File: src/hdl/rodcut_pkg.sv
// shared constants, types and helpers for the rod cutting solver
package rodcut_pkg;

  localparam int MAX_LENGTH = 32;
  localparam int MAX_PIECES = 32;
  localparam int PRICE_BITS = 16;

  // fixed field widths of the channels
  localparam int KIND_W      = 2;
  localparam int SIZE_W      = 6;
  localparam int PRICE_IN_W  = 16;
  localparam int TGT_W       = 6;
  localparam int VALUE_W     = 21;

  // derived widths
  localparam int LEN_W     = $clog2(MAX_LENGTH + 1);
  localparam int PIDX_W    = (MAX_PIECES > 1) ? $clog2(MAX_PIECES) : 1;
  localparam int CNT_W     = $clog2(MAX_PIECES + 1);
  localparam int REV_W     = PRICE_BITS + LEN_W;
  localparam int MEM_DEPTH = MAX_LENGTH + 1;
  localparam int EXT_W     = REV_W + VALUE_W;

  // item kinds
  localparam logic [KIND_W-1:0] KIND_CLEAR = 2'd0;
  localparam logic [KIND_W-1:0] KIND_ADD   = 2'd1;
  localparam logic [KIND_W-1:0] KIND_SOLVE = 2'd2;

  // result kinds
  localparam logic RES_REVENUE = 1'b0;
  localparam logic RES_CUT     = 1'b1;

  localparam logic [VALUE_W-1:0] VALUE_MAX = '1;

  // one entry of the best-revenue table: cut taken last and best revenue
  typedef struct packed {
    logic [LEN_W-1:0] cut;
    logic [REV_W-1:0] rev;
  } dp_entry_t;

  typedef struct packed {
    logic clear;
    logic add;
    logic latch_solve;
    logic init;
    logic issue;
    logic len_next;
    logic fetch;
    logic emit_rev;
    logic cut_rd;
    logic emit_cut;
  } dp_cmd_t;

  typedef struct packed {
    logic last_issue;
    logic target_zero;
    logic len_at_target;
    logic out_free;
    logic has_cuts;
    logic cut_final;
  } dp_status_t;

  function automatic logic [VALUE_W-1:0] sat_value(input logic [REV_W-1:0] r);
    logic [EXT_W-1:0] ext;
    ext = EXT_W'(r);
    if (ext > EXT_W'(VALUE_MAX)) begin
      return VALUE_MAX;
    end
    return ext[VALUE_W-1:0];
  endfunction

  function automatic logic [LEN_W-1:0] sat_target(input logic [TGT_W-1:0] t);
    if (t > TGT_W'(MAX_LENGTH)) begin
      return LEN_W'(MAX_LENGTH);
    end
    return t[LEN_W-1:0];
  endfunction

endpackage

File: src/hdl/rodcut_if.sv
// item channels of the rod cutting solver
interface rodcut_in_if;
  logic                                valid;
  logic                                ready;
  logic [rodcut_pkg::KIND_W-1:0]       kind;
  logic [rodcut_pkg::SIZE_W-1:0]       piece_size;
  logic [rodcut_pkg::PRICE_IN_W-1:0]   piece_price;
  logic [rodcut_pkg::TGT_W-1:0]        target_length;
  logic                                show_cuts;

  modport source (output valid, kind, piece_size, piece_price, target_length, show_cuts,
                  input ready);
  modport sink (input valid, kind, piece_size, piece_price, target_length, show_cuts,
                output ready);
endinterface

interface rodcut_out_if;
  logic                             valid;
  logic                             ready;
  logic                             result_kind;
  logic [rodcut_pkg::VALUE_W-1:0]   value;
  logic                             last;

  modport source (output valid, result_kind, value, last, input ready);
  modport sink (input valid, result_kind, value, last, output ready);
endinterface

File: src/hdl/rodcut_ctrl.sv
// sequencing state machine of the rod cutting solver
module rodcut_ctrl (
  input  logic                          clk,
  input  logic                          rst_n,
  input  logic                          in_valid,
  input  logic [rodcut_pkg::KIND_W-1:0] in_kind,
  input  rodcut_pkg::dp_status_t        status,
  output logic                          in_ready,
  output rodcut_pkg::dp_cmd_t           cmd
);

  typedef enum logic [8:0] {
    S_IDLE     = 9'b000000001,
    S_INIT     = 9'b000000010,
    S_PIECE    = 9'b000000100,
    S_DRAIN    = 9'b000001000,
    S_WRITE    = 9'b000010000,
    S_FETCH    = 9'b000100000,
    S_REV      = 9'b001000000,
    S_CUT_RD   = 9'b010000000,
    S_CUT_EMIT = 9'b100000000
  } state_t;

  state_t state_r;
  state_t state_nxt;

  always_comb begin
    state_nxt = state_r;
    cmd       = '0;
    in_ready  = 1'b0;
    unique case (state_r)
      S_IDLE: begin
        in_ready = 1'b1;
        if (in_valid) begin
          if (in_kind == rodcut_pkg::KIND_CLEAR) begin
            cmd.clear = 1'b1;
          end else if (in_kind == rodcut_pkg::KIND_ADD) begin
            cmd.add = 1'b1;
          end else if (in_kind == rodcut_pkg::KIND_SOLVE) begin
            cmd.latch_solve = 1'b1;
            state_nxt       = S_INIT;
          end
        end
      end
      S_INIT: begin
        cmd.init  = 1'b1;
        state_nxt = status.target_zero ? S_FETCH : S_PIECE;
      end
      S_PIECE: begin
        cmd.issue = 1'b1;
        if (status.last_issue) begin
          state_nxt = S_DRAIN;
        end
      end
      S_DRAIN: begin
        state_nxt = S_WRITE;
      end
      S_WRITE: begin
        cmd.len_next = 1'b1;
        state_nxt    = status.len_at_target ? S_FETCH : S_PIECE;
      end
      S_FETCH: begin
        cmd.fetch = 1'b1;
        state_nxt = S_REV;
      end
      S_REV: begin
        if (status.out_free) begin
          cmd.emit_rev = 1'b1;
          state_nxt    = status.has_cuts ? S_CUT_RD : S_IDLE;
        end
      end
      S_CUT_RD: begin
        cmd.cut_rd = 1'b1;
        state_nxt  = S_CUT_EMIT;
      end
      S_CUT_EMIT: begin
        if (status.out_free) begin
          cmd.emit_cut = 1'b1;
          state_nxt    = status.cut_final ? S_IDLE : S_CUT_RD;
        end
      end
      default: begin
        state_nxt = S_IDLE;
      end
    endcase
  end

  always_ff @(posedge clk) begin
    if (!rst_n) begin
      state_r <= S_IDLE;
    end else begin
      state_r <= state_nxt;
    end
  end

endmodule

File: src/hdl/rodcut_dp.sv
// piece table, best-revenue memory, compare-add pipeline and result register
module rodcut_dp (
  input  logic                              clk,
  input  logic                              rst_n,
  input  rodcut_pkg::dp_cmd_t               cmd,
  input  logic [rodcut_pkg::SIZE_W-1:0]     in_piece_size,
  input  logic [rodcut_pkg::PRICE_IN_W-1:0] in_piece_price,
  input  logic [rodcut_pkg::TGT_W-1:0]      in_target_length,
  input  logic                              in_show_cuts,
  input  logic                              out_ready,
  output rodcut_pkg::dp_status_t            status,
  output logic                              out_valid,
  output logic                              out_result_kind,
  output logic [rodcut_pkg::VALUE_W-1:0]    out_value,
  output logic                              out_last
);

  // piece table
  logic [rodcut_pkg::LEN_W-1:0]      size_tab  [rodcut_pkg::MAX_PIECES];
  logic [rodcut_pkg::PRICE_BITS-1:0] price_tab [rodcut_pkg::MAX_PIECES];
  logic [rodcut_pkg::CNT_W-1:0]      count_r;

  // solve control
  logic [rodcut_pkg::LEN_W-1:0] target_r;
  logic                         show_r;
  logic [rodcut_pkg::LEN_W-1:0] len_r;
  logic [rodcut_pkg::CNT_W-1:0] p_r;
  logic [rodcut_pkg::REV_W-1:0] best_r;
  logic [rodcut_pkg::LEN_W-1:0] cut_r;
  logic [rodcut_pkg::LEN_W-1:0] n_r;
  logic [rodcut_pkg::LEN_W-1:0] cur_cut_r;

  // second pipeline stage
  logic                              s1_valid_r;
  logic [rodcut_pkg::PRICE_BITS-1:0] s1_price_r;
  logic [rodcut_pkg::LEN_W-1:0]      s1_size_r;

  // best-revenue memory
  rodcut_pkg::dp_entry_t        dp_mem [rodcut_pkg::MEM_DEPTH];
  rodcut_pkg::dp_entry_t        rd_r;
  rodcut_pkg::dp_entry_t        mem_wdata;
  logic [rodcut_pkg::LEN_W-1:0] mem_waddr;
  logic [rodcut_pkg::LEN_W-1:0] mem_raddr;
  logic                         mem_we;
  logic                         rd_en;

  // output register
  logic                           out_valid_r;
  logic                           out_kind_r;
  logic [rodcut_pkg::VALUE_W-1:0] out_value_r;
  logic                           out_last_r;

  logic [rodcut_pkg::PIDX_W-1:0] p_idx;
  logic [rodcut_pkg::LEN_W-1:0]  sz0;
  logic                          fit0;
  logic                          s0_ok;
  logic [rodcut_pkg::REV_W-1:0]  cand;
  logic                          add_ok;
  logic                          out_load;

  // first stage: pick a piece and address the remainder
  assign p_idx = p_r[rodcut_pkg::PIDX_W-1:0];
  assign sz0   = size_tab[p_idx];
  assign fit0  = (sz0 <= len_r);
  assign s0_ok = cmd.issue && (p_r < count_r) && fit0;

  assign add_ok = cmd.add && (in_piece_size != '0)
                  && (in_piece_size <= rodcut_pkg::SIZE_W'(rodcut_pkg::MAX_LENGTH))
                  && (count_r < rodcut_pkg::CNT_W'(rodcut_pkg::MAX_PIECES));

  always_comb begin
    mem_raddr = '0;
    if (cmd.issue) begin
      mem_raddr = fit0 ? (len_r - sz0) : '0;
    end else if (cmd.fetch) begin
      mem_raddr = target_r;
    end else if (cmd.cut_rd) begin
      mem_raddr = n_r - cur_cut_r;
    end
  end
  assign rd_en = cmd.issue || cmd.fetch || cmd.cut_rd;

  assign mem_we    = cmd.init || cmd.len_next;
  assign mem_waddr = cmd.init ? '0 : len_r;
  always_comb begin
    mem_wdata = '0;
    if (cmd.len_next) begin
      mem_wdata.cut = cut_r;
      mem_wdata.rev = best_r;
    end
  end

  always_ff @(posedge clk) begin
    if (mem_we) begin
      dp_mem[mem_waddr] <= mem_wdata;
    end
    if (rd_en) begin
      rd_r <= dp_mem[mem_raddr];
    end
  end

  // piece table writes
  always_ff @(posedge clk) begin
    if (add_ok) begin
      size_tab[count_r[rodcut_pkg::PIDX_W-1:0]]  <= in_piece_size[rodcut_pkg::LEN_W-1:0];
      price_tab[count_r[rodcut_pkg::PIDX_W-1:0]] <= in_piece_price[rodcut_pkg::PRICE_BITS-1:0];
    end
  end

  always_ff @(posedge clk) begin
    if (!rst_n) begin
      count_r <= '0;
    end else if (cmd.clear) begin
      count_r <= '0;
    end else if (add_ok) begin
      count_r <= count_r + 1'b1;
    end
  end

  // second stage: compare-add against the running best
  assign cand = rd_r.rev + rodcut_pkg::REV_W'(s1_price_r);

  always_ff @(posedge clk) begin
    if (!rst_n) begin
      s1_valid_r <= 1'b0;
    end else begin
      s1_valid_r <= s0_ok;
    end
  end

  always_ff @(posedge clk) begin
    s1_price_r <= price_tab[p_idx];
    s1_size_r  <= sz0;
    if (cmd.latch_solve) begin
      target_r <= rodcut_pkg::sat_target(in_target_length);
      show_r   <= in_show_cuts;
    end
    if (cmd.init) begin
      len_r  <= rodcut_pkg::LEN_W'(1);
      p_r    <= '0;
      best_r <= '0;
      cut_r  <= '0;
    end else if (cmd.len_next) begin
      len_r  <= len_r + 1'b1;
      p_r    <= '0;
      best_r <= '0;
      cut_r  <= '0;
    end else begin
      if (cmd.issue) begin
        p_r <= p_r + 1'b1;
      end
      if (s1_valid_r && (cand > best_r)) begin
        best_r <= cand;
        cut_r  <= s1_size_r;
      end
    end
    if (cmd.emit_rev) begin
      cur_cut_r <= rd_r.cut;
      n_r       <= target_r;
    end else if (cmd.cut_rd) begin
      n_r <= n_r - cur_cut_r;
    end else if (cmd.emit_cut) begin
      cur_cut_r <= rd_r.cut;
    end
  end

  // result register
  assign out_load = cmd.emit_rev || cmd.emit_cut;

  always_ff @(posedge clk) begin
    if (!rst_n) begin
      out_valid_r <= 1'b0;
    end else if (out_load) begin
      out_valid_r <= 1'b1;
    end else if (out_ready) begin
      out_valid_r <= 1'b0;
    end
  end

  always_ff @(posedge clk) begin
    if (cmd.emit_rev) begin
      out_kind_r  <= rodcut_pkg::RES_REVENUE;
      out_value_r <= rodcut_pkg::sat_value(rd_r.rev);
      out_last_r  <= !status.has_cuts;
    end else if (cmd.emit_cut) begin
      out_kind_r  <= rodcut_pkg::RES_CUT;
      out_value_r <= rodcut_pkg::VALUE_W'(cur_cut_r);
      out_last_r  <= status.cut_final;
    end
  end

  assign out_valid       = out_valid_r;
  assign out_result_kind = out_kind_r;
  assign out_value       = out_value_r;
  assign out_last        = out_last_r;

  assign status.last_issue    = ({1'b0, p_r} + 1'b1) >= {1'b0, count_r};
  assign status.target_zero   = (target_r == '0);
  assign status.len_at_target = (len_r == target_r);
  assign status.out_free      = !out_valid_r || out_ready;
  assign status.has_cuts      = show_r && (rd_r.cut != '0);
  assign status.cut_final     = (rd_r.cut == '0);

endmodule

File: src/hdl/rod_cutting_max_revenue.sv
// top level of the rod cutting solver: channels, controller and datapath
// Rod cutting (unbounded knapsack) solver. Clear and add items load a piece
// table of up to 32 pieces; a piece of size zero, longer than 32 or beyond
// a full table is dropped, as is kind 3. A solve item fills the best-revenue
// table for lengths 1 up to its target (saturated at 32) and returns the
// maximum revenue, then, when show_cuts is set, the cut sizes walked back
// from the end of the rod; last marks the final result. The fill runs one
// piece per cycle through a two-stage compare-add pipeline around a
// single-port best-revenue memory; each length, even one with no pieces,
// ends with a drain and a write-back step, and each result waits for the
// output register to be free. The next item is accepted as soon as the last
// result of a solve is in the output register; a new item waits while a
// solve is running.
module rod_cutting_max_revenue (
  input logic        clk,
  input logic        rst_n,
  rodcut_in_if.sink  in_ch,
  rodcut_out_if.source out_ch
);

  rodcut_pkg::dp_cmd_t    cmd;
  rodcut_pkg::dp_status_t status;

  // state machine: decodes items, steps lengths and pieces, walks the cuts
  rodcut_ctrl u_ctrl (
    .clk      (clk),
    .rst_n    (rst_n),
    .in_valid (in_ch.valid),
    .in_kind  (in_ch.kind),
    .status   (status),
    .in_ready (in_ch.ready),
    .cmd      (cmd)
  );

  // piece table, revenue memory, compare-add stages and output register
  rodcut_dp u_dp (
    .clk              (clk),
    .rst_n            (rst_n),
    .cmd              (cmd),
    .in_piece_size    (in_ch.piece_size),
    .in_piece_price   (in_ch.piece_price),
    .in_target_length (in_ch.target_length),
    .in_show_cuts     (in_ch.show_cuts),
    .out_ready        (out_ch.ready),
    .status           (status),
    .out_valid        (out_ch.valid),
    .out_result_kind  (out_ch.result_kind),
    .out_value        (out_ch.value),
    .out_last         (out_ch.last)
  );

`ifndef NO_ASSERTIONS
  // a result is only loaded when the output register can take it
  a_load_when_free: assert property (@(posedge clk) disable iff (!rst_n)
    (cmd.emit_rev || cmd.emit_cut) |-> status.out_free)
    else $error("result loaded over a pending item");

  // an accepted solve blocks the input side on the next cycle
  a_solve_busy: assert property (@(posedge clk) disable iff (!rst_n)
    (in_ch.valid && in_ch.ready && (in_ch.kind == rodcut_pkg::KIND_SOLVE))
    |=> !in_ch.ready)
    else $error("input taken while a solve runs");

  // a cut item never carries a zero size
  a_cut_nonzero: assert property (@(posedge clk) disable iff (!rst_n)
    (out_ch.valid && (out_ch.result_kind == rodcut_pkg::RES_CUT)) |-> (out_ch.value != '0))
    else $error("zero cut size emitted");
`endif

endmodule

File: src/flat_wrapper.sv
// flat-port wrapper written by rule: the top's interface ports become plain ports
module rod_cutting_max_revenue_flat 
  (clk, rst_n, in_ch_valid, in_ch_kind, in_ch_piece_size, in_ch_piece_price, in_ch_target_length, in_ch_show_cuts, in_ch_ready, out_ch_valid, out_ch_result_kind, out_ch_value, out_ch_last, out_ch_ready);
  rodcut_in_if in_ch_i ();
  rodcut_out_if out_ch_i ();
  input logic clk;
  input logic rst_n;
  input wire logic [$bits(in_ch_i.valid)-1:0] in_ch_valid;
  input wire logic [$bits(in_ch_i.kind)-1:0] in_ch_kind;
  input wire logic [$bits(in_ch_i.piece_size)-1:0] in_ch_piece_size;
  input wire logic [$bits(in_ch_i.piece_price)-1:0] in_ch_piece_price;
  input wire logic [$bits(in_ch_i.target_length)-1:0] in_ch_target_length;
  input wire logic [$bits(in_ch_i.show_cuts)-1:0] in_ch_show_cuts;
  output wire logic [$bits(in_ch_i.ready)-1:0] in_ch_ready;
  output wire logic [$bits(out_ch_i.valid)-1:0] out_ch_valid;
  output wire logic [$bits(out_ch_i.result_kind)-1:0] out_ch_result_kind;
  output wire logic [$bits(out_ch_i.value)-1:0] out_ch_value;
  output wire logic [$bits(out_ch_i.last)-1:0] out_ch_last;
  input wire logic [$bits(out_ch_i.ready)-1:0] out_ch_ready;
  assign in_ch_i.valid = in_ch_valid;
  assign in_ch_i.kind = in_ch_kind;
  assign in_ch_i.piece_size = in_ch_piece_size;
  assign in_ch_i.piece_price = in_ch_piece_price;
  assign in_ch_i.target_length = in_ch_target_length;
  assign in_ch_i.show_cuts = in_ch_show_cuts;
  assign in_ch_ready = in_ch_i.ready;
  assign out_ch_valid = out_ch_i.valid;
  assign out_ch_result_kind = out_ch_i.result_kind;
  assign out_ch_value = out_ch_i.value;
  assign out_ch_last = out_ch_i.last;
  assign out_ch_i.ready = out_ch_ready;
  rod_cutting_max_revenue u_core (.clk(clk), .rst_n(rst_n), .in_ch(in_ch_i), .out_ch(out_ch_i));
endmodule
File: config.mk
export PLATFORM = sky130hd
export DESIGN_NAME = rod_cutting_max_revenue_flat
export DESIGN_NICKNAME = d
export VERILOG_FILES = /design/src/hdl/rodcut_pkg.sv /design/src/hdl/rodcut_if.sv /design/src/hdl/rodcut_ctrl.sv /design/src/hdl/rodcut_dp.sv /design/src/hdl/rod_cutting_max_revenue.sv /design/src/flat_wrapper.sv
export SDC_FILE = /design/constraint.sdc
export NUM_CORES = 2
export LEC_CHECK = 0
export BUFFER_PORTS_ARGS = -buffer_cell sky130_fd_sc_hd__buf_4
export CAP_MARGIN = 20
export CORE_ASPECT_RATIO = 1.5
export CORE_MARGIN = 2
export CORE_UTILIZATION = 55
export DETAILED_ROUTE_END_ITERATION = 10
export GPL_TIMING_DRIVEN = 0
export PLACE_DENSITY = 0.7
export SYNTH_ARGS = -nofsm -noshare
export SYNTH_HDL_FRONTEND = slang
export SYNTH_HIERARCHICAL = 1
export SYNTH_SLANG_ARGS = --single-unit
File: constraint.sdc
create_clock -name clk -period 17 [get_ports clk]
set_input_delay 2.55 -clock clk [delete_from_list [all_inputs] [get_ports clk]]
set_output_delay 2.55 -clock clk [all_outputs]
set_load 0.02 [all_outputs]
==> metrics.md <==
| Metric | Value |
|---|---|
| H-Tree Depth | 4 |
| CTS Root Cell | clkbuf_16 |
| Vias per cell | 6.32 |
| Slew of the pin with the lowest slew margin | 1.16 ns |
| Fin area | 81400 um2 |
| DRT Wirelength | 197000 um |
| Worst-path cell chain | buf_1 > buf_2 > mux4_2 > mux4_2 > mux2i_1 > ha_1 > or2_1 > a31oi_4 > o21ai_2 > clkbuf_1 > clkbuf_1 > nand2_1 > a31oi_1 > a22oi_1 > a311oi_1 |
| Number of cells produced by synthesis | 4215 |
| Power share of the clock group | 0.402 |
| Max-cap violations | 0 |
| Max Freq | 118 MHz |
| Gpl congestion | 0.983 |
| CP max stage cell | a311oi_1 |
| CP endpoint | u_core/u_dp/rd_r[3] |
| Starting Density | 0.553 |
| Sw Pwr | 1820 uW |
| Combinational power share | 0.053 |
| Main synth FF type | edfxtp_1 |
| Worst Path Required | 17.45 ns |
| CTS Sinks | 1782 |
| DP HPWL | 134000 um |
| Max transition margin | 0.228 |
| Post-synth ARST share | 0 |
| Number of global-route vias before repair | 40500 |
| Yosys warning total | 6 |
| Die height | 447 um |
| CP bufs+invs | 4 |
| Reg-to-reg slack, setup | 8.56 ns |
| Post-synthesis sequential area ratio | 0.733 |
| Post-synth net total | 4320 |
| DR pass1 iterations | 6 |
| CP startpoint kind | flop |
| DRC viols | 0 |
| Post-synth EDFFs | 1697 |
| Skew final | 0.0266 ns |
| Antenna violations before repair | 11 |
| Cell taking the most area after synthesis | edfxtp_1 |
| GR Overflow Total | 0 |
| Outcome | finished clean |
| Post-DRT Antenna Nets | 0 |
| Hold crit path type | reg2reg |
| Post-DP Area | 76300 um2 |
| Top cell type's share of synthesized area | 0.709 |
| Avg Synthesized Cell Area | 17.1 um2 |
| Most frequent cells in the layout | edfxtp_1 (1697), nand2_1 (336), mux2i_1 (297) |
| CP Depth | 15 |
| Layout cells sized above 1 | 0.174 |
| # resized after CTS | 0 |
| I/O pins | 60 |
| Largest net degree at the start of global routing | 34 |
| Critical path class | reg2reg |
| Fin crit period | 8.44 ns |
| FF-to-FF path depth | 15 |
| Pleak | 0.0249 uW |
| Cell Area, Synth | 71900 um2 |
| Cell variety after synth | 83 |
| Max VDD drop | 0.000127 V |
| Crit Path Max Fanout | 10 |
| Pwr Density | 108 nW/um2 |
| Drt first-iter violations | 4192 |
| Sequential share of power | 0.546 |
| Max-slew violation count | 0 |
| CTS tree | yes |
| Fin util | 0.627 |
| Reg2reg end | u_core/u_dp/rd_r[3] |
| Arr. time, crit path | 8.89 ns |
| Die Wd | 299 um |
| Clk slew on worst S/H paths | 0.07 ns |
| Postcts setup bufs | 0 |
| Fillers | 9027 |
| Core area | 130000 um2 |
| Clk Latency, worst-skew pair | 0.80 ns |
| Top Family by Delay on Critical Path | compound AO/OA/AOI/OAI gates |
| Total CTS buffers | 161 |
| Hold_buf cts | 0 |
| Worst Hold Margin | 0.451 ns |
| Setup-failing EPs final | 0 |
| Pwr Total | 8780 uW |
| Switching share of power | 0.207 |
| Port bufs | 59 |
| Worst path max stage delay | 1.00 ns |
| Crit. End Element | flop |
| Total GRT Usage | 0.296 |
| Vias | 40200 |
| Crit share post-route | 0.497 |
| Hold Vio Cnt, Final | 0 |
| RSZ-0062 raised after global routing | no |
| WL/cell | 31.0 um |
| First-pass GRT wire length | 280000 um |
| Synthesized flop and latch total | 1782 |
| Post-layout nets | 4616 |
| Setup TNS | 0 ns |
| FP Rows | 162 |
| Clock buffer depth | 3 |
| Synth area leaders | edfxtp_1 (71%), mux4_2 (6.9%), mux2i_1 (4.1%) |
| Int Pwr | 6960 uW |
| Die area | 134000 um2 |
| Most common cell after layout, fill and taps aside | edfxtp_1 |
| Area Growth Syn to Fin | 13.3% |
[power by group through the flow]
stage | clock, uW | combinational, uW | sequential (uW)
final | 3530 | 463 | 4790
after global routing | 3720 | 491 | 4790
after CTS | 3570 | 460 | 4790
after detailed placement | 0 | 457 | 4890
after global placement | 0 | 444 | 4890
after floorplan | 0 | 297 | 4880
[flip-flops by register name, indices dropped and copies added (netlist names), 6 cells and up, named ones only]
signal / flops
u_core/u_dp/dp_mem: 924
u_core/u_dp/price_tab: 512
u_core/u_dp/size_tab: 192
u_core/u_dp/rd_r: 28
u_core/u_dp/best_r: 22
u_core/u_dp/out_value: 21
u_core/u_dp/s1_price_r: 16
u_core/u_ctrl/state_r: 9
u_core/u_dp/count_r: 6
u_core/u_dp/cur_cut_r: 6
u_core/u_dp/cut_r: 6
u_core/u_dp/len_r: 6
u_core/u_dp/n_r: 6
u_core/u_dp/p_r: 6
u_core/u_dp/s1_size_r: 6
u_core/u_dp/target_r: 6
[cell usage after synthesis (7+ instances only)]
| cell type | number |
|---|---|
| edfxtp_1 | 1697 |
| nand2_1 | 336 |
| mux2i_1 | 297 |
| mux4_2 | 220 |
| nand3_1 | 202 |
| nor2_1 | 195 |
| clkbuf_1 | 124 |
| and2_1 | 86 |
| dfxtp_1 | 85 |
| inv_1 | 71 |
| buf_2 | 69 |
| a21oi_1 | 68 |
| ha_1 | 67 |
| o211ai_1 | 57 |
| a31oi_1 | 56 |
| a221oi_1 | 53 |
| and3_1 | 37 |
| o21ai_0 | 36 |
| a2111oi_0 | 28 |
| a22o_1 | 27 |
| a22oi_1 | 27 |
| a32oi_1 | 27 |
| buf_1 | 27 |
| xnor2_1 | 23 |
| xor2_1 | 22 |
| nor2b_1 | 21 |
| a311oi_2 | 20 |
| mux2_2 | 20 |
| buf_4 | 19 |
| a21o_1 | 18 |
| nor3_1 | 16 |
| nand4_1 | 13 |
| a211oi_1 | 12 |
| nand2b_1 | 11 |
| o21a_1 | 11 |
| or3_1 | 8 |
| a311oi_1 | 7 |
| nor4_1 | 7 |
[metal layers]
metal / global-route usage / wire length (um) / vias up
met5: 0 / 51 / -
met4: 0.207 / 16500 / 8
met3: 0.0477 / 13300 / 550
met2: 0.523 / 102000 / 1829
met1: 0.328 / 65300 / 20500
li1: - / - / 17300
[layout make-up]
class	instances	area, um2	area share
well taps	1722	2150	0.0265
diodes	2	5.00	0.0000615
multi-input cells	2117	18300	0.225
flip-flops and latches	1782	52700	0.647
clock inverters	84	723	0.00888
repair buffers	133	1860	0.0229
inverters	72	270	0.00332
plain buffers	244	1110	0.0136
clock buffers	201	4310	0.0529
[worst reg2reg max path: stages (launching register included)]
cell and delay [ns]:
dfxtp_1 0.45, buf_1 0.65, buf_2 0.49, mux4_2 0.60, mux4_2 0.53, mux2i_1 0.81
ha_1 0.35, or2_1 0.27, a31oi_4 0.12, o21ai_2 0.85, clkbuf_1 0.75, clkbuf_1 0.52
nand2_1 0.12, a31oi_1 0.28, a22oi_1 0.30, a311oi_1 1.01
[how the worst min path moves through the flow]
stage                             startpoint                       end  slack (ns)  cells past startpoint
detailed placement      u_core/u_dp/rd_r[22]  u_core/u_dp/cur_cut_r[0]        0.45                      0
global placement    u_core/u_dp/s1_size_r[4]      u_core/u_dp/cut_r[4]        0.44                      2
finish              u_core/u_dp/s1_size_r[0]      u_core/u_dp/cut_r[0]        0.45                      2
global route        u_core/u_dp/s1_size_r[0]      u_core/u_dp/cut_r[0]        0.48                      2
floorplan               u_core/u_dp/rd_r[25]  u_core/u_dp/cur_cut_r[3]        0.43                      0
CTS                 u_core/u_dp/s1_size_r[0]      u_core/u_dp/cut_r[0]        0.45                      2
[per-stage QoR]
stage                     std cells  setup slack [ns]
after CTS                      6347              8.94
after global routing           6355              8.49
final                          6357              8.56
after floorplan                4215             11.56
after detailed placement       6062              8.97
after global placement         5996              8.97
[cells by family (layout without fill, tap and decap cells)]
logic type | count (synthesis) | in the layout | synth area share
AOI/OAI and AO/OA | 491 | 491 | 0.0527
DFF | 1782 | 1782 | 0.733
muxes | 537 | 537 | 0.113
buffers and inverters | 316 | 734 | 0.0192
adders and majority gates | 70 | 70 | 0.0125
other | 0 | 2 | 0
and+or+nand+nor | 974 | 974 | 0.0641
xor gates and xnor gates | 45 | 45 | 0.00548
Note: power is estimated with default switching activity, not from simulation.
